[src/rtl/dnsa_pkg.sv]
package dnsa_pkg;

   // Parse phases of the reply walker.
   localparam logic [3:0] PhHeader      = 4'd0;
   localparam logic [3:0] PhQName       = 4'd1;
   localparam logic [3:0] PhQLabel      = 4'd2;
   localparam logic [3:0] PhQPointer    = 4'd3;
   localparam logic [3:0] PhQFixed      = 4'd4;
   localparam logic [3:0] PhAName       = 4'd5;
   localparam logic [3:0] PhALabel      = 4'd6;
   localparam logic [3:0] PhAPointer    = 4'd7;
   localparam logic [3:0] PhAFixed      = 4'd8;
   localparam logic [3:0] PhASkip       = 4'd9;
   localparam logic [3:0] PhACapture    = 4'd10;
   localparam logic [3:0] PhDone        = 4'd11;
   localparam logic [3:0] PhBadId       = 4'd12;
   localparam logic [3:0] PhRcode       = 4'd13;

   // Result status codes.
   localparam logic [2:0] StatusFound    = 3'd0;
   localparam logic [2:0] StatusNoRecord = 3'd1;
   localparam logic [2:0] StatusRcode    = 3'd2;
   localparam logic [2:0] StatusBadId    = 3'd3;
   localparam logic [2:0] StatusShort    = 3'd4;

   // Message layout constants.
   localparam logic [3:0]  HeaderLastIndex    = 4'd11;
   localparam logic [3:0]  QuestionFixedLast  = 4'd3;
   localparam logic [3:0]  AnswerFixedLast    = 4'd9;
   localparam logic [1:0]  PointerTag         = 2'b11;
   localparam logic [3:0]  RcodeMask          = 4'hF;
   localparam logic [15:0] TypeA              = 16'd1;
   localparam logic [15:0] AddressLength      = 16'd4;

   // Result payload carried into the output register.
   typedef struct packed {
      logic        found;
      logic [31:0] address;
      logic [2:0]  status;
   } result_type;

endpackage

[src/rtl/dns_reply_a_record_extractor.sv]
// Parses a DNS reply presented one byte per item and, on the item marked last,
// delivers one result with the found flag, the IPv4 address of the first type-A
// answer with a four-byte rdlength, and a status code. A byte is accepted in
// every cycle unless input is held off: it lands in an input register, then
// the parser state and the result register are updated from that register.
// Input is held off only while a result is waiting in the output register
// and another last byte is ready to produce the next one. The expected
// transaction id is written through the csr port, which is always ready, and
// must be written between messages.
module dns_reply_a_record_extractor #(
   parameter int MAX_LABELS = 128
) (
   input  logic        clock,
   input  logic        reset,

   input  logic        req_valid,
   output logic        req_stall,
   input  logic [7:0]  req_data_byte,
   input  logic        req_last_byte,

   output logic        rsp_valid,
   input  logic        rsp_stall,
   output logic        rsp_found,
   output logic [31:0] rsp_address,
   output logic [2:0]  rsp_status,

   input  logic        csr_valid,
   output logic        csr_ready,
   input  logic [15:0] csr_expected_id
);
   import dnsa_pkg::*;

   localparam int LabelCountWidth = $clog2(MAX_LABELS + 1);

   // Configuration register.
   logic [15:0] expected_id_ff;

   // Input register.
   logic       in_valid_ff, in_valid_in;
   logic [7:0] in_byte_ff;
   logic       in_last_ff;

   // Parser state.
   logic [3:0]                 phase_ff, phase_in;
   logic [3:0]                 header_index_ff, header_index_in;
   logic [15:0]                reply_id_ff, reply_id_in;
   logic [3:0]                 response_code_ff, response_code_in;
   logic [15:0]                questions_left_ff, questions_left_in;
   logic [15:0]                answers_left_ff, answers_left_in;
   logic [7:0]                 label_bytes_left_ff, label_bytes_left_in;
   logic [LabelCountWidth-1:0] label_count_ff, label_count_in;
   logic [3:0]                 fixed_index_ff, fixed_index_in;
   logic [15:0]                record_type_ff, record_type_in;
   logic [15:0]                record_length_ff, record_length_in;
   logic [15:0]                data_bytes_left_ff, data_bytes_left_in;
   logic [31:0]                address_shift_ff, address_shift_in;
   logic                       found_flag_ff, found_flag_in;

   // Output register.
   logic       out_valid_ff, out_valid_in;
   result_type result_ff, result_in;

   logic advance;
   logic produce;

   // The held item moves on unless it would overwrite a result still waiting.
   assign advance   = !in_last_ff || !out_valid_ff || !rsp_stall;
   assign produce   = in_valid_ff && in_last_ff && advance;
   assign req_stall = in_valid_ff && !advance;
   assign in_valid_in = req_valid || (in_valid_ff && !advance);

   assign csr_ready = 1'b1;

   // Next parser state for the byte in the input register.
   always_comb begin
      logic [7:0] b;
      logic       answer;
      logic       name_step;
      logic       start_questions;
      logic       start_answers;
      b = in_byte_ff;
      answer = 1'b0;
      name_step = 1'b0;
      start_questions = 1'b0;
      start_answers = 1'b0;

      phase_in            = phase_ff;
      header_index_in     = header_index_ff;
      reply_id_in         = reply_id_ff;
      response_code_in    = response_code_ff;
      questions_left_in   = questions_left_ff;
      answers_left_in     = answers_left_ff;
      label_bytes_left_in = label_bytes_left_ff;
      label_count_in      = label_count_ff;
      fixed_index_in      = fixed_index_ff;
      record_type_in      = record_type_ff;
      record_length_in    = record_length_ff;
      data_bytes_left_in  = data_bytes_left_ff;
      address_shift_in    = address_shift_ff;
      found_flag_in       = found_flag_ff;

      unique case (phase_ff)
         PhHeader: begin
            case (header_index_ff)
               4'd0: reply_id_in = {b, 8'h00};
               4'd1: reply_id_in = {reply_id_ff[15:8], b};
               4'd3: response_code_in = b[3:0] & RcodeMask;
               4'd4: questions_left_in = {b, 8'h00};
               4'd5: questions_left_in = {questions_left_ff[15:8], b};
               4'd6: answers_left_in = {b, 8'h00};
               4'd7: answers_left_in = {answers_left_ff[15:8], b};
               default: ;
            endcase
            if (header_index_ff >= HeaderLastIndex) begin
               if (reply_id_in != expected_id_ff) begin
                  phase_in = PhBadId;
               end else if (response_code_in != 4'd0) begin
                  phase_in = PhRcode;
               end else begin
                  start_questions = 1'b1;
               end
            end else begin
               header_index_in = header_index_ff + 4'd1;
            end
         end
         PhQName: begin
            name_step = 1'b1;
         end
         PhAName: begin
            name_step = 1'b1;
            answer = 1'b1;
         end
         PhQLabel, PhALabel: begin
            label_bytes_left_in = label_bytes_left_ff - 8'd1;
            if (label_bytes_left_in == 8'd0) begin
               phase_in = (phase_ff == PhALabel) ? PhAName : PhQName;
            end
         end
         PhQPointer: begin
            fixed_index_in = 4'd0;
            phase_in = PhQFixed;
         end
         PhAPointer: begin
            fixed_index_in = 4'd0;
            phase_in = PhAFixed;
         end
         PhQFixed: begin
            if (fixed_index_ff >= QuestionFixedLast) begin
               questions_left_in = questions_left_ff - 16'd1;
               start_questions = 1'b1;
            end else begin
               fixed_index_in = fixed_index_ff + 4'd1;
            end
         end
         PhAFixed: begin
            case (fixed_index_ff)
               4'd0: record_type_in = {b, 8'h00};
               4'd1: record_type_in = {record_type_ff[15:8], b};
               4'd8: record_length_in = {b, 8'h00};
               4'd9: record_length_in = {record_length_ff[15:8], b};
               default: ;
            endcase
            if (fixed_index_ff >= AnswerFixedLast) begin
               if (record_type_in == TypeA && record_length_in == AddressLength) begin
                  data_bytes_left_in = AddressLength;
                  address_shift_in = 32'd0;
                  phase_in = PhACapture;
               end else if (record_length_in == 16'd0) begin
                  answers_left_in = answers_left_ff - 16'd1;
                  start_answers = 1'b1;
               end else begin
                  data_bytes_left_in = record_length_in;
                  phase_in = PhASkip;
               end
            end else begin
               fixed_index_in = fixed_index_ff + 4'd1;
            end
         end
         PhASkip: begin
            data_bytes_left_in = data_bytes_left_ff - 16'd1;
            if (data_bytes_left_in == 16'd0) begin
               answers_left_in = answers_left_ff - 16'd1;
               start_answers = 1'b1;
            end
         end
         PhACapture: begin
            address_shift_in = {address_shift_ff[23:0], b};
            data_bytes_left_in = data_bytes_left_ff - 16'd1;
            if (data_bytes_left_in == 16'd0) begin
               found_flag_in = 1'b1;
               phase_in = PhDone;
            end
         end
         default: ;
      endcase

      // Name byte: pointer, terminator or label length.
      if (name_step) begin
         if (b[7:6] == PointerTag) begin
            phase_in = answer ? PhAPointer : PhQPointer;
         end else if (b == 8'd0) begin
            fixed_index_in = 4'd0;
            phase_in = answer ? PhAFixed : PhQFixed;
         end else if (label_count_ff >= LabelCountWidth'(MAX_LABELS)) begin
            phase_in = PhDone;
         end else begin
            label_count_in = label_count_ff + LabelCountWidth'(1);
            label_bytes_left_in = b;
            phase_in = answer ? PhALabel : PhQLabel;
         end
      end

      // Move to the next question or on to the answer section.
      if (start_questions) begin
         if (questions_left_in == 16'd0) begin
            start_answers = 1'b1;
         end else begin
            phase_in = PhQName;
            label_count_in = '0;
         end
      end
      if (start_answers) begin
         if (answers_left_in == 16'd0) begin
            phase_in = PhDone;
         end else begin
            phase_in = PhAName;
            label_count_in = '0;
         end
      end

      // Result for a last byte, judged on the updated state.
      result_in.found = found_flag_in;
      result_in.address = found_flag_in ? address_shift_in : 32'd0;
      if (phase_in == PhHeader) begin
         result_in.status = StatusShort;
      end else if (phase_in == PhBadId) begin
         result_in.status = StatusBadId;
      end else if (phase_in == PhRcode) begin
         result_in.status = StatusRcode;
      end else if (found_flag_in) begin
         result_in.status = StatusFound;
      end else begin
         result_in.status = StatusNoRecord;
      end

      // The last byte returns the parser to the start of a message.
      if (in_last_ff) begin
         phase_in            = PhHeader;
         header_index_in     = 4'd0;
         reply_id_in         = 16'd0;
         response_code_in    = 4'd0;
         questions_left_in   = 16'd0;
         answers_left_in     = 16'd0;
         label_bytes_left_in = 8'd0;
         label_count_in      = '0;
         fixed_index_in      = 4'd0;
         record_type_in      = 16'd0;
         record_length_in    = 16'd0;
         data_bytes_left_in  = 16'd0;
         address_shift_in    = 32'd0;
         found_flag_in       = 1'b0;
      end
   end

   // Output register holds a result until it is taken.
   always_comb begin
      if (produce) begin
         out_valid_in = 1'b1;
      end else if (!rsp_stall) begin
         out_valid_in = 1'b0;
      end else begin
         out_valid_in = out_valid_ff;
      end
   end

   // Control and parser state registers.
   always_ff @(posedge clock) begin
      if (reset) begin
         expected_id_ff      <= 16'd0;
         in_valid_ff         <= 1'b0;
         out_valid_ff        <= 1'b0;
         phase_ff            <= PhHeader;
         header_index_ff     <= 4'd0;
         reply_id_ff         <= 16'd0;
         response_code_ff    <= 4'd0;
         questions_left_ff   <= 16'd0;
         answers_left_ff     <= 16'd0;
         label_bytes_left_ff <= 8'd0;
         label_count_ff      <= '0;
         fixed_index_ff      <= 4'd0;
         record_type_ff      <= 16'd0;
         record_length_ff    <= 16'd0;
         data_bytes_left_ff  <= 16'd0;
         address_shift_ff    <= 32'd0;
         found_flag_ff       <= 1'b0;
      end else begin
         if (csr_valid && csr_ready) begin
            expected_id_ff <= csr_expected_id;
         end
         in_valid_ff  <= in_valid_in;
         out_valid_ff <= out_valid_in;
         if (in_valid_ff && advance) begin
            phase_ff            <= phase_in;
            header_index_ff     <= header_index_in;
            reply_id_ff         <= reply_id_in;
            response_code_ff    <= response_code_in;
            questions_left_ff   <= questions_left_in;
            answers_left_ff     <= answers_left_in;
            label_bytes_left_ff <= label_bytes_left_in;
            label_count_ff      <= label_count_in;
            fixed_index_ff      <= fixed_index_in;
            record_type_ff      <= record_type_in;
            record_length_ff    <= record_length_in;
            data_bytes_left_ff  <= data_bytes_left_in;
            address_shift_ff    <= address_shift_in;
            found_flag_ff       <= found_flag_in;
         end
      end
   end

   // Payload registers.
   always_ff @(posedge clock) begin
      if (!req_stall) begin
         in_byte_ff <= req_data_byte;
         in_last_ff <= req_last_byte;
      end
      if (produce) begin
         result_ff <= result_in;
      end
   end

   assign rsp_valid   = out_valid_ff;
   assign rsp_found   = result_ff.found;
   assign rsp_address = result_ff.address;
   assign rsp_status  = result_ff.status;

   // A found result always carries the found status.
   assert property (@(posedge clock) disable iff (reset)
      rsp_valid && rsp_found |-> rsp_status == StatusFound)
      else $error("found result without found status");

   // Without a record the address reads as zero.
   assert property (@(posedge clock) disable iff (reset)
      rsp_valid && !rsp_found |-> rsp_address == 32'd0)
      else $error("address nonzero with nothing found");

   // A last byte sends the parser back to the header.
   assert property (@(posedge clock) disable iff (reset)
      produce |=> phase_ff == PhHeader && header_index_ff == 4'd0 && !found_flag_ff)
      else $error("parser not cleared after last byte");

   // The label counter never passes the limit.
   assert property (@(posedge clock) disable iff (reset)
      label_count_ff <= LabelCountWidth'(MAX_LABELS))
      else $error("label count beyond limit");

endmodule

[config.mk]
export PLATFORM = sky130hd
export DESIGN_NAME = dns_reply_a_record_extractor
export DESIGN_NICKNAME = d
export VERILOG_FILES = /design/src/rtl/dnsa_pkg.sv /design/src/rtl/dns_reply_a_record_extractor.sv
export SDC_FILE = /design/constraint.sdc
export NUM_CORES = 1
export LEC_CHECK = 0
export BUFFER_PORTS_ARGS = -buffer_cell sky130_fd_sc_hd__buf_2
export CORE_ASPECT_RATIO = 0.8
export CORE_MARGIN = 4
export CORE_UTILIZATION = 30
export DETAILED_ROUTE_END_ITERATION = 8
export PLACE_DENSITY = 0.53
export SYNTH_ARGS = -nofsm -noshare
export SYNTH_HDL_FRONTEND = slang
export SYNTH_SLANG_ARGS = --single-unit
[constraint.sdc]
create_clock -name clock -period 4.1 [get_ports clock]
set_input_delay 0.205 -clock clock [delete_from_list [all_inputs] [get_ports clock]]
set_output_delay 0.205 -clock clock [all_outputs]
set_load 0.005 [all_outputs]
# Word-level counts from Yosys, hierarchy flattened

Index checks and enable logic that the tools add are counted.

Memories: 0
Bits of input ports: 30
Bits in latches: 0
RAM bits: 0
Output and inout port bits: 39
Flip-flop bits (word level): 224
Bits in read-only memories: 0
Logic and storage cells: 201

Reductions and logical operators: 34
$mul: 0
Add/sub/neg operators: 7
Multiplexer cells: 105
Bitwise operators: 0
Shift-type cells: 0
Equal/unequal tests: 29
Magnitude comparators: 4
Div/mod/pow operators: 0

Operator list:

| cell                  | number |
|---|---|
| $mux 16               | 20 |
| $pmux 16 s2           | 7 |
| $mux 4                | 31 |
| $mux 8                | 15 |
| $mux 32               | 3 |
| $logic_not 16->1      | 4 |
| $pmux 32 s2           | 1 |
| $pmux 16 s3           | 1 |
| $sub 16x1->16 const B | 3 |
| $eq 4x3->1 const B    | 8 |
| $eq 4x4->1 const B    | 7 |
| $pmux 4 s6            | 1 |
| $mux 1                | 18 |
| $eq 16x1->1 const B   | 1 |
| $eq 16x3->1 const B   | 1 |
| $logic_not 4->1       | 4 |
| $logic_not 8->1       | 2 |
| $ne 16x16->1          | 1 |
| $eq 4x1->1 const B    | 3 |
| $eq 4x2->1 const B    | 3 |
| $pmux 4 s3            | 1 |
| $mux 3                | 3 |
| $add 4x1->4 const B   | 2 |
| $add 8x1->8 const B   | 1 |
| 21 further kinds      | 38 |

# Longest topological paths before layout

Gate-level depths: netlist of the first run.

Depth in word-level cells: 15
Depth in mapped cells: 16
Depth with buffers taken out: 13

# Least setup slack after synthesis of the first run

OpenSTA, ideal clock, no wires.

Kind: reg2reg
Start point: reg data_bytes_left_ff[1]
End point: reg label_count_ff[0]
Stages on the path, launching flop included: 16
Clock period less this slack: 3.702 ns
Data arrival time: 3.636 ns
Slack: 0.398 ns
Library setup time: 0.066 ns
Data required time: 4.034 ns
Buffers on the path: 2
Cells stage by stage: dfxtp_1 -> clkbuf_1 -> inv_1 -> ha_1 -> clkbuf_1 -> or3b_2 -> a2111oi_0 -> o32ai_1 -> o21ai_4 -> o32ai_4 -> a31o_2 -> a2bb2oi_1 -> and4_4 -> a21oi_2 -> or4b_4 -> a21oi_2

Longest elaborated chain between the ends: 8
Elaborated cells on any way between the ends: 12
Those cells by class: add/sub (1); mux (9); reduce/logical (2)

RTL lines:

| item                                              | RTL line                                                                 | text |
|---|---|---|
| from (decl)                                       | dns_reply_a_record_extractor.sv:55                                       | `logic [15:0] data_bytes_left_ff, data_bytes_left_in;` |
| from (signal assigned)                            | dns_reply_a_record_extractor.sv:314                                      | `data_bytes_left_ff <= data_bytes_left_in;` |
| $sub 16x1->16 (*)                                 | dns_reply_a_record_extractor.sv:180                                      | `data_bytes_left_in = data_bytes_left_ff - 16'd1;` |
| $logic_not 16->1 (*)                              | dns_reply_a_record_extractor.sv:181                                      | `if (data_bytes_left_in == 16'd0) begin` |
| $mux 16 / $mux 1 (equally long branches)          | dns_reply_a_record_extractor.sv:181                                      |  |
| $pmux 16 s3 / $pmux 1 s2 (equally long branches)  | dns_reply_a_record_extractor.sv:102                                      | `unique case (phase_ff)` |
| $logic_not 16->1 / $mux 1 (equally long branches) | dns_reply_a_record_extractor.sv:223, dns_reply_a_record_extractor.sv:215 |  |
| $mux 8 / $mux 1 (equally long branches)           | dns_reply_a_record_extractor.sv:223, dns_reply_a_record_extractor.sv:214 |  |
| $mux 8 (*)                                        | dns_reply_a_record_extractor.sv:222                                      | `if (start_answers) begin` |
| $mux 8 (*)                                        | dns_reply_a_record_extractor.sv:247                                      | `if (in_last_ff) begin` |
| to (signal assigned)                              | dns_reply_a_record_extractor.sv:310                                      | `label_count_ff <= label_count_in;` |
| to (decl)                                         | dns_reply_a_record_extractor.sv:51                                       | `logic [LabelCountWidth-1:0] label_count_ff, label_count_in;` |

Every way passes the cells marked *; elsewhere a longest branch is shown, timed or not.
A chain may end at the register's enable or synchronous reset.

# Worst setup path in the final report of the first run

Start point: reg fixed_index_ff[1]
End point: reg label_count_ff[1]

Longest elaborated chain between the ends: 12
Elaborated cells on any way between the ends: 35
Those cells by class: order compare (2); eq/ne (5); mux (23); reduce/logical (5)

RTL lines:

| item                                              | RTL line                                                                 | text |
|---|---|---|
| from (decl)                                       | dns_reply_a_record_extractor.sv:52                                       | `logic [3:0] fixed_index_ff, fixed_index_in;` |
| from (signal assigned)                            | dns_reply_a_record_extractor.sv:311                                      | `fixed_index_ff <= fixed_index_in;` |
| $eq 4x4->1, or another cell as far along          | dns_reply_a_record_extractor.sv:156                                      | `case (fixed_index_ff)` |
| $pmux 16 s2                                       | dns_reply_a_record_extractor.sv:156                                      |  |
| $mux 16                                           | dns_reply_a_record_extractor.sv:102                                      |  |
| $logic_not 16->1, or another cell as far along    | dns_reply_a_record_extractor.sv:168                                      | `end else if (record_length_in == 16'd0) begin` |
| $mux 16, or another cell as far along             | dns_reply_a_record_extractor.sv:168                                      |  |
| $mux 16 / $mux 1 (equally long branches)          | dns_reply_a_record_extractor.sv:164                                      | `if (record_type_in == TypeA && record_length_in == AddressLength) begin` |
| $mux 16 / $mux 1 (equally long branches)          | dns_reply_a_record_extractor.sv:163                                      | `if (fixed_index_ff >= AnswerFixedLast) begin` |
| $pmux 16 s3 / $pmux 1 s2 (equally long branches)  | dns_reply_a_record_extractor.sv:102                                      |  |
| $logic_not 16->1 / $mux 1 (equally long branches) | dns_reply_a_record_extractor.sv:223, dns_reply_a_record_extractor.sv:215 |  |
| $mux 8 / $mux 1 (equally long branches)           | dns_reply_a_record_extractor.sv:223, dns_reply_a_record_extractor.sv:214 |  |
| $mux 8 (*)                                        | dns_reply_a_record_extractor.sv:222                                      |  |
| $mux 8 (*)                                        | dns_reply_a_record_extractor.sv:247                                      |  |

Every way passes the cells marked *; elsewhere a longest branch is shown, timed or not. The select of a mux whose other input is x is not followed.

==> results.ini, run 1 <==
[run_status]
status = finished, final reports clean

[worst_hold_path]
hold_start = reset
hold_end = label_bytes_left_ff[5]$_SDFFE_PP0P_
min_delay_path_depth = 2
hold_class = in2reg

[yosys]
synthArstFlopShare_pct = 0
synth-seq-area-share_pct = 39.3
syn_nets = 1593
synth_cells = 1548
yosys_warnings = 0
syn_area_per_cell_um2 = 8.11
synthesis.area_mm2 = 0.0126
yosys.cell_types.count = 89
synth_seq_cells = 224
synth_ff_type = dfxtp_1
synth_enable_flop_cells = 45

[clock_network]
htree_levels = 1
cts_root_buffer = clkbuf_16
clkTransAtPathRegs_ns = 0.06
cts_buffers = 26
clkLatencyLatePin_ns = 0.58
cts_tree = yes
clock-sinks = 224
cts.path.max_buffers = 3

[routing]
via_per_inst = 5.69
wl_mm = 43.8
wl_per_cell_um = 19.8
drtAntennaViolNets = 0
drcViolationCount = 0
firstDrtPassIters = 6
vias = 12565
initialDrtViolationCount = 1251

[die]
coreArea_mm2 = 0.0410
dieArea_mm2 = 0.0452
die_h_um = 191
io_pins = 69
start_util_pct = 30.7
die_w_um = 237
rows = 66

[run]
drv_cap = 0

[sta]
relSlewSlack_pct = 20.9
rsz0062_at_grt = no
hold_viol = 0
worstMarginPinSlew_ns = 1.18
setup_viol_count_final = 0
final.setup_skew_ns = 0.0280
fin_crit_ns = 3.88
fmax_mhz = 257
post-route-period-util_pct = 94.7
slew_violations = 0

[power]
power.internal_w = 0.00388
power_frac_clock_pct = 49.6
p_switching_w = 0.00121
power_w = 0.00509
ir_drop_v = 0.000259
powerDensity_mw_per_mm2 = 337
swShare_pct = 23.8
leakagePower_nw = 5.66
pwr-share-comb_pct = 5.4
seqPwrFrac_pct = 45.0

[critical_path]
cp.required_ns = 4.61
slowest_stage = or4_4
worstPathArrival_ns = 4.40
rr_endpoint = label_count_ff[1]$_SDFFE_PP0P_
reg2reg_depth = 13
slowest_delay_ns = 0.60
cp-start-kind = register
worst-path-max-fanout = 8
r2r_start = fixed_index_ff[1]$_SDFFE_PP0P_
reg2reg_setup_slack_ns = 0.22
cp_num_buf_inv = 2
worstSetupPathType = reg2reg
path_cells = inv_1, ha_1, nand4bb_2, buf_4, a22o_1, or4_4, o32ai_4, mux2i_1, a22oi_1, and4_4, a21oi_2, or4b_4, o21ai_2
worst_setup_path_end_kind = register
cp_top_family = simple AND/OR/NAND/NOR gates

[finish]
multi_input_area_mm2 = 0.00709
fin_util_pct = 36.9
regArea_mm2 = 0.00493
fin_nets = 1689
diodes = 0
syn_to_final_growth_pct = 20.5
drive_gt1_share_pct = 15.7
nFillCells = 4344

[grt]
grt_pass1_vias = 11586
gr-total-overflow = 0
track_usage_pct = 18.6
grt_antenna_before_repair = 0
grt_start_max_net_pins = 70
grt_pass1_wl_mm = 68.4

[placed_design]
dpl.hpwl_mm = 30.1
gp_congestion = 1.00
portBuffers = 67

[per-layer routing]
metal	wire length, um	part of all wire, %	GRT usage, %	up-vias
li1	-	-	-	5975
met1	21300	49	28.2	6059
met2	18400	42	27.5	455
met3	2980	6.8	2.87	76
met4	1040	2.4	4.44	0
met5	0	0	0	-
[flip-flops by register name (all words and copies together) (netlist names), 8 cells and up]
name                 count
answers_left_ff         16
data_bytes_left_ff      16
questions_left_ff       16
label_bytes_left_ff      8
reply_id_ff             16
in_byte_ff               8
rsp_address             32
expected_id_ff          16
address_shift_ff        32
record_type_ff          16
label_count_ff           8
record_length_ff        16
[timing repair]
action | 4_1_cts | 5_1_grt
setup endpoints to repair | 7 | 17
hold endpoints to repair | 27 | 0
gates resized for setup | 1 | 12
buffers inserted | 0 | 0
hold buffers | 27 | 0
[final cells by class]
class | instances | share of cell area (%)
clock buffer | 35 | 4.86
tap | 544 | 4.50
multi-input combinational | 1166 | 46.9
inverter | 32 | 0.794
timing repair buffer | 194 | 8.98
clock inverter | 13 | 1.34
sequential | 224 | 32.6
[metrics by stage]
stage | setup WS [ns] | std cells | hold slack (ns) | instance area [um^2] | TNS, ns
after floorplan | 0.398 | 1548 | 0.304 | 12600 | 0
after global placement | 0.132 | 2133 | 0.385 | 13900 | 0
after detailed placement | -0.126 | 2133 | 0.387 | 13900 | -0.447
after CTS | -0.0151 | 2208 | 0.0334 | 15100 | -0.0163
after global routing | 0.0125 | 2208 | 0.0547 | 15100 | 0
final | 0.216 | 2208 | 0.0537 | 15100 | 0
[Yosys cell counts, drive strengths merged, types with 6 or more instances]
cell type / n / share of area (%)
or4: 13 / 0.81
inv: 31 / 0.93
o31ai: 8 / 0.52
nor4: 22 / 1.3
nand3: 35 / 1.4
mux2i: 17 / 1.4
edfxtp: 45 / 11
a21o: 7 / 0.42
a22oi: 156 / 9.3
a32oi: 6 / 0.42
a2111oi: 15 / 1.0
nor3b: 12 / 0.72
nor3: 44 / 1.8
clkbuf: 112 / 3.3
a21oi: 94 / 3.8
and3: 19 / 0.99
and3b: 7 / 0.49
and2: 14 / 0.70
or3: 20 / 1.0
buf: 14 / 0.59
dfxtp: 179 / 29
nand2b: 7 / 0.35
o21ai: 96 / 3.9
ha: 15 / 1.5
nand2: 92 / 2.8
a221oi: 11 / 0.77
o211ai: 8 / 0.48
nor2: 270 / 8.1
xor2: 7 / 0.49
a31oi: 10 / 0.50
or2: 7 / 0.35
a22o: 19 / 1.3
xnor2: 16 / 1.1
nand4: 19 / 0.95
[cell families (layout without fill, tap and decap cells)]
| kind of cell | Yosys count | after routing | synth area share (%) |
|---|---|---|---|
| other | 1 | 1 | 0.0299 |
| adders and majority gates | 15 | 15 | 1.49 |
| xor gates and xnor gates | 23 | 23 | 1.60 |
| and+or+nand+nor | 610 | 610 | 23.7 |
| AOI/OAI and AO/OA | 495 | 495 | 27.2 |
| muxes | 22 | 22 | 1.80 |
| buffers and inverters | 158 | 274 | 4.89 |
| DFF | 224 | 224 | 39.3 |
[power by group through the flow]
stage | Clock [W] | Combinational [W] | Sequential (W)
3_5_place_dp | 0 | 0.000250 | 0.00234
4_1_cts | 0.00258 | 0.000271 | 0.00229
5_1_grt | 0.00267 | 0.000297 | 0.00229
2_1_floorplan | 0 | 0.000150 | 0.00232
3_3_place_gp | 0 | 0.000248 | 0.00234
6_report | 0.00253 | 0.000276 | 0.00229
[placed cells by master (no fill, tap or decap), types with 20 or more instances in the layout]
cell / Yosys / final
a21oi_1: 92 / 91
a22oi_1: 156 / 156
buf_2: 5 / 66
buf_4: 2 / 101
clkbuf_16: 0 / 27
dfxtp_1: 179 / 179
dlygate4sd3_1: 0 / 27
edfxtp_1: 45 / 45
inv_1: 30 / 30
nand2_1: 92 / 91
nand3_1: 35 / 35
nor2_1: 270 / 266
nor3_1: 44 / 43
o21ai_0: 90 / 89
or3_1: 20 / 20
[worst max path at each step]
stage	startpoint	end	slack [ns]	cells after the start
floorplan	data_bytes_left_ff[1]$_SDFFE_PP0P_	label_count_ff[0]$_SDFFE_PP0P_	0.40	15
global placement	fixed_index_ff[1]$_SDFFE_PP0P_	label_count_ff[4]$_SDFFE_PP0P_	0.13	14
detailed placement	header_index_ff[0]$_SDFFE_PP0P_	label_count_ff[4]$_SDFFE_PP0P_	-0.13	14
CTS	fixed_index_ff[1]$_SDFFE_PP0P_	label_count_ff[1]$_SDFFE_PP0P_	-0.02	13
global route	fixed_index_ff[0]$_SDFFE_PP0P_	label_count_ff[5]$_SDFFE_PP0P_	0.01	16
finish	fixed_index_ff[1]$_SDFFE_PP0P_	label_count_ff[1]$_SDFFE_PP0P_	0.22	13
No activity file was read; power rests on OpenSTA's default activity.
==> run 2, diff against run 1 <==
--- a/config.mk
+++ b/config.mk
@@ -9,8 +9,10 @@
 export CORE_ASPECT_RATIO = 0.8
 export CORE_MARGIN = 4
 export CORE_UTILIZATION = 30
+export CTS_BUF_LIST = sky130_fd_sc_hd__clkbuf_8
 export DETAILED_ROUTE_END_ITERATION = 8
 export PLACE_DENSITY = 0.53
+export RECOVER_POWER = 100
 export SYNTH_ARGS = -nofsm -noshare
 export SYNTH_HDL_FRONTEND = slang
 export SYNTH_SLANG_ARGS = --single-unit
==> run 2 against run 1 <==
  * Register-to-register slack worse by 0.05 ns
  * The flow now finishes with violations (max-capacitance violations, max-slew violations)
  * Clock skew down 0.0054 ns
  * Worst hold slack improved by 0.12 ns
  * Clock power fell by 21%
  * Die area did not move
  * Highest routed layer unchanged
  * Non-clock buffer count is the same
  * Cell count is 1.1% higher
==> results.ini, run 2 (same netlist as run 1, synthesis figures left out) <==
[run_status]
status = finished with violations  ; was finished, final reports clean
violations = max-capacitance violations, max-slew violations

[critical_path]
worst-path-max-fanout = 8  ; unchanged
crit_start = fixed_index_ff[0]$_SDFFE_PP0P_  ; was fixed_index_ff[1]$_SDFFE_PP0P_
cp.required_ns = 4.58  ; was 4.61 ns
setup.worst_path.end = label_count_ff[4]$_SDFFE_PP0P_  ; was label_count_ff[1]$_SDFFE_PP0P_
reg2reg_depth = 16  ; was 13
slowest_delay_ns = 0.71  ; was 0.60 ns
rr_endpoint = label_count_ff[4]$_SDFFE_PP0P_  ; was label_count_ff[1]$_SDFFE_PP0P_
cp-start-kind = register  ; unchanged
reg2reg_setup_slack_ns = 0.17  ; was 0.22 ns
worstSetupPathType = reg2reg  ; unchanged
worst_setup_path_end_kind = register  ; unchanged
slowest_stage = or4_1  ; was or4_4
worstPathArrival_ns = 4.41  ; was 4.40 ns
r2r_start = fixed_index_ff[0]$_SDFFE_PP0P_  ; was fixed_index_ff[1]$_SDFFE_PP0P_
path_cells = inv_1, ha_1, buf_4, nor2_1, buf_4, o21ai_0, nand4_1, or4_1, o32a_2, a21oi_1, and4b_1, and4_4, clkbuf_1, a21oi_1, nor3_1, a21o_1  ; was inv_1, ha_1, nand4bb_2, buf_4, a22o_1, or4_4, o32ai_4, mux2i_1, a22oi_1, and4_4, a21oi_2, or4b_4, o21ai_2

[grt]
track_usage_pct = 18.7  ; was 18.6%
grt_antenna_before_repair = 0  ; unchanged
grt_start_max_net_pins = 70  ; unchanged
grt_pass1_wl_mm = 68.7  ; was 68.4 mm
gr-total-overflow = 0  ; unchanged
grt_pass1_vias = 11751  ; was 11586

[power]
swShare_pct = 26.4  ; was 23.8%
power_frac_clock_pct = 44.0  ; was 49.6%
ir_drop_v = 0.000173  ; was 0.000259 V
p_switching_w = 0.00121  ; about the same
seqPwrFrac_pct = 50.2  ; was 45.0%
power.internal_w = 0.00336  ; was 0.00388 W
pwr-share-comb_pct = 5.9  ; was 5.4%
powerDensity_mw_per_mm2 = 309  ; was 337 mW/mm^2
leakagePower_nw = 5.47  ; was 5.66 nW

[sta]
hold_slack_ns = 0.175  ; was 0.0537 ns
fmax_mhz = 254  ; was 257 MHz
rsz0062_at_grt = no  ; unchanged
setup_viol_count_final = 0  ; unchanged
fin_crit_ns = 3.93  ; was 3.88 ns
hold_viol = 0  ; unchanged
slew_violations = 199  ; was 0
worstMarginPinSlew_ns = 2.09  ; was 1.18 ns
relSlewSlack_pct = -39.2  ; was 20.9%
post-route-period-util_pct = 95.8  ; was 94.7%
final.setup_skew_ns = 0.0227  ; was 0.0280 ns

[routing]
drcViolationCount = 0  ; unchanged
route.met2.wl_mm = 18.6  ; was 18.4 mm
vias = 12591  ; was 12565
firstDrtPassIters = 6  ; unchanged
initialDrtViolationCount = 1277  ; was 1251
highest_layer = met4  ; unchanged
wl_per_cell_um = 19.7  ; was 19.8 um
wl_mm = 44.0  ; was 43.8 mm
drtAntennaViolNets = 0  ; unchanged
via_per_inst = 5.64  ; was 5.69
wirelength_met1_mm = 21.0  ; was 21.3 mm
wl_met3_mm = 3.40  ; was 2.98 mm

[run]
drv_cap = 5  ; was 0

[clock_network]
cts_tree = yes  ; unchanged
clock-sinks = 224  ; unchanged
cts_root_buffer = clkbuf_8  ; was clkbuf_16
htree_levels = 2  ; was 1
cts_buffers = 39  ; was 26
cts.path.max_buffers = 3  ; unchanged
clkTransAtPathRegs_ns = 0.06  ; about the same
clkLatencyLatePin_ns = 0.59  ; was 0.58 ns

[finish]
final_cell_mix = nor2_1, dfxtp_1, a22oi_1  ; unchanged
drive_gt1_share_pct = 12.9  ; was 15.7%
syn_to_final_growth_pct = 17.8  ; was 20.5%
fin_nets = 1702  ; was 1689
diodes = 0  ; unchanged
postLayoutCellArea_mm2 = 0.0148  ; was 0.0151 mm^2
final_common_cell = nor2_1  ; unchanged
fin_util_pct = 36.1  ; was 36.9%
nFillCells = 4422  ; was 4344

[die]
die_w_um = 237  ; unchanged
dieArea_mm2 = 0.0452  ; unchanged
start_util_pct = 30.7  ; unchanged
die_h_um = 191  ; unchanged
rows = 66  ; unchanged
io_pins = 69  ; unchanged
coreArea_mm2 = 0.0410  ; unchanged

[placed_design]
dpl.hpwl_mm = 30.1  ; unchanged
portBuffers = 67  ; unchanged
gp_congestion = 1.00  ; unchanged
postPlaceCellArea_mm2 = 0.0139  ; unchanged

[worst_hold_path]
hold_class = in2reg  ; unchanged

[run 2: cell count changes in the layout (fill, tap and decap cells not counted), sizes merged]
cell      delta
clkbuf      +58
clkinvlp     -1
inv         +22
bufinv       -3
buf         -52
[run 2: worst min path at each step]
stage / from / to / slack [ns] / cells after the start
after floorplan: req_data_byte[0] / in_byte_ff[0]$_DFFE_PN_ / 0.30 / 0
after CTS: reset / label_bytes_left_ff[5]$_SDFFE_PP0P_ / 0.008 / 2
after detailed placement: req_data_byte[4] / in_byte_ff[4]$_DFFE_PN_ / 0.39 / 1
after global routing: csr_valid / expected_id_ff[3]$_SDFFE_PP0P_ / 0.19 / 3
after global placement: req_data_byte[4] / in_byte_ff[4]$_DFFE_PN_ / 0.38 / 1
final: csr_valid / expected_id_ff[8]$_SDFFE_PP0P_ / 0.18 / 3
[run 2: layout make-up]
| class | instances | area (um^2) | share of cell area, % |
|---|---|---|---|
| clock buffers | 41 | 564 | 3.82 |
| clock inverters | 31 | 180 | 1.22 |
| inverters | 32 | 120 | 0.812 |
| multi-input cells | 1166 | 7070 | 47.8 |
| flip-flops and latches | 224 | 4930 | 33.4 |
| well taps | 544 | 681 | 4.60 |
| repair buffers | 194 | 1240 | 8.36 |
[run 2: layer usage]
layer / global-route usage (%) / vias up
li1: - / 5999
met1: 28.0 / 6056
met2: 27.6 / 451
met3: 3.42 / 85
met4: 5.12 / 0
met5: 0 / -
[run 2: timing repair]
item	CTS	global route
setup buffers	0	0
pin swaps	0	0
gates resized for setup	1	12
hold buffers	27	0
endpoints found under the hold margin	27	0
endpoints found under the setup margin	6	17
[run 2: critical path, delay by kind of cell, from the launching register on]
family          cells  cell delay [ns]
simple gates        6             1.44
flops               1             0.36
buf+inv             4             0.51
fa+ha+maj           1             0.19
compound gates      5             1.32
[run 2: power by group through the flow]
stage	Clock, W	Combinational [W]	Sequential [W]
final	0.00201	0.000269	0.00229
after CTS	0.00208	0.000271	0.00229
after global placement	0	0.000248	0.00234
after detailed placement	0	0.000250	0.00234
after global routing	0.00218	0.000291	0.00229
after floorplan	0	0.000150	0.00232
[run 2: through the flow]
stage | setup TNS, ns | power, W | setup slack, ns | std cells
final | 0 | 0.00457 | 0.170 | 2232
after global routing | 0 | 0.00476 | 0.00875 | 2232
after CTS | -0.00290 | 0.00464 | -0.00290 | 2232
after detailed placement | -0.447 | 0.00259 | -0.126 | 2133
after global placement | 0 | 0.00259 | 0.132 | 2133
after floorplan | 0 | 0.00247 | 0.398 | 1548
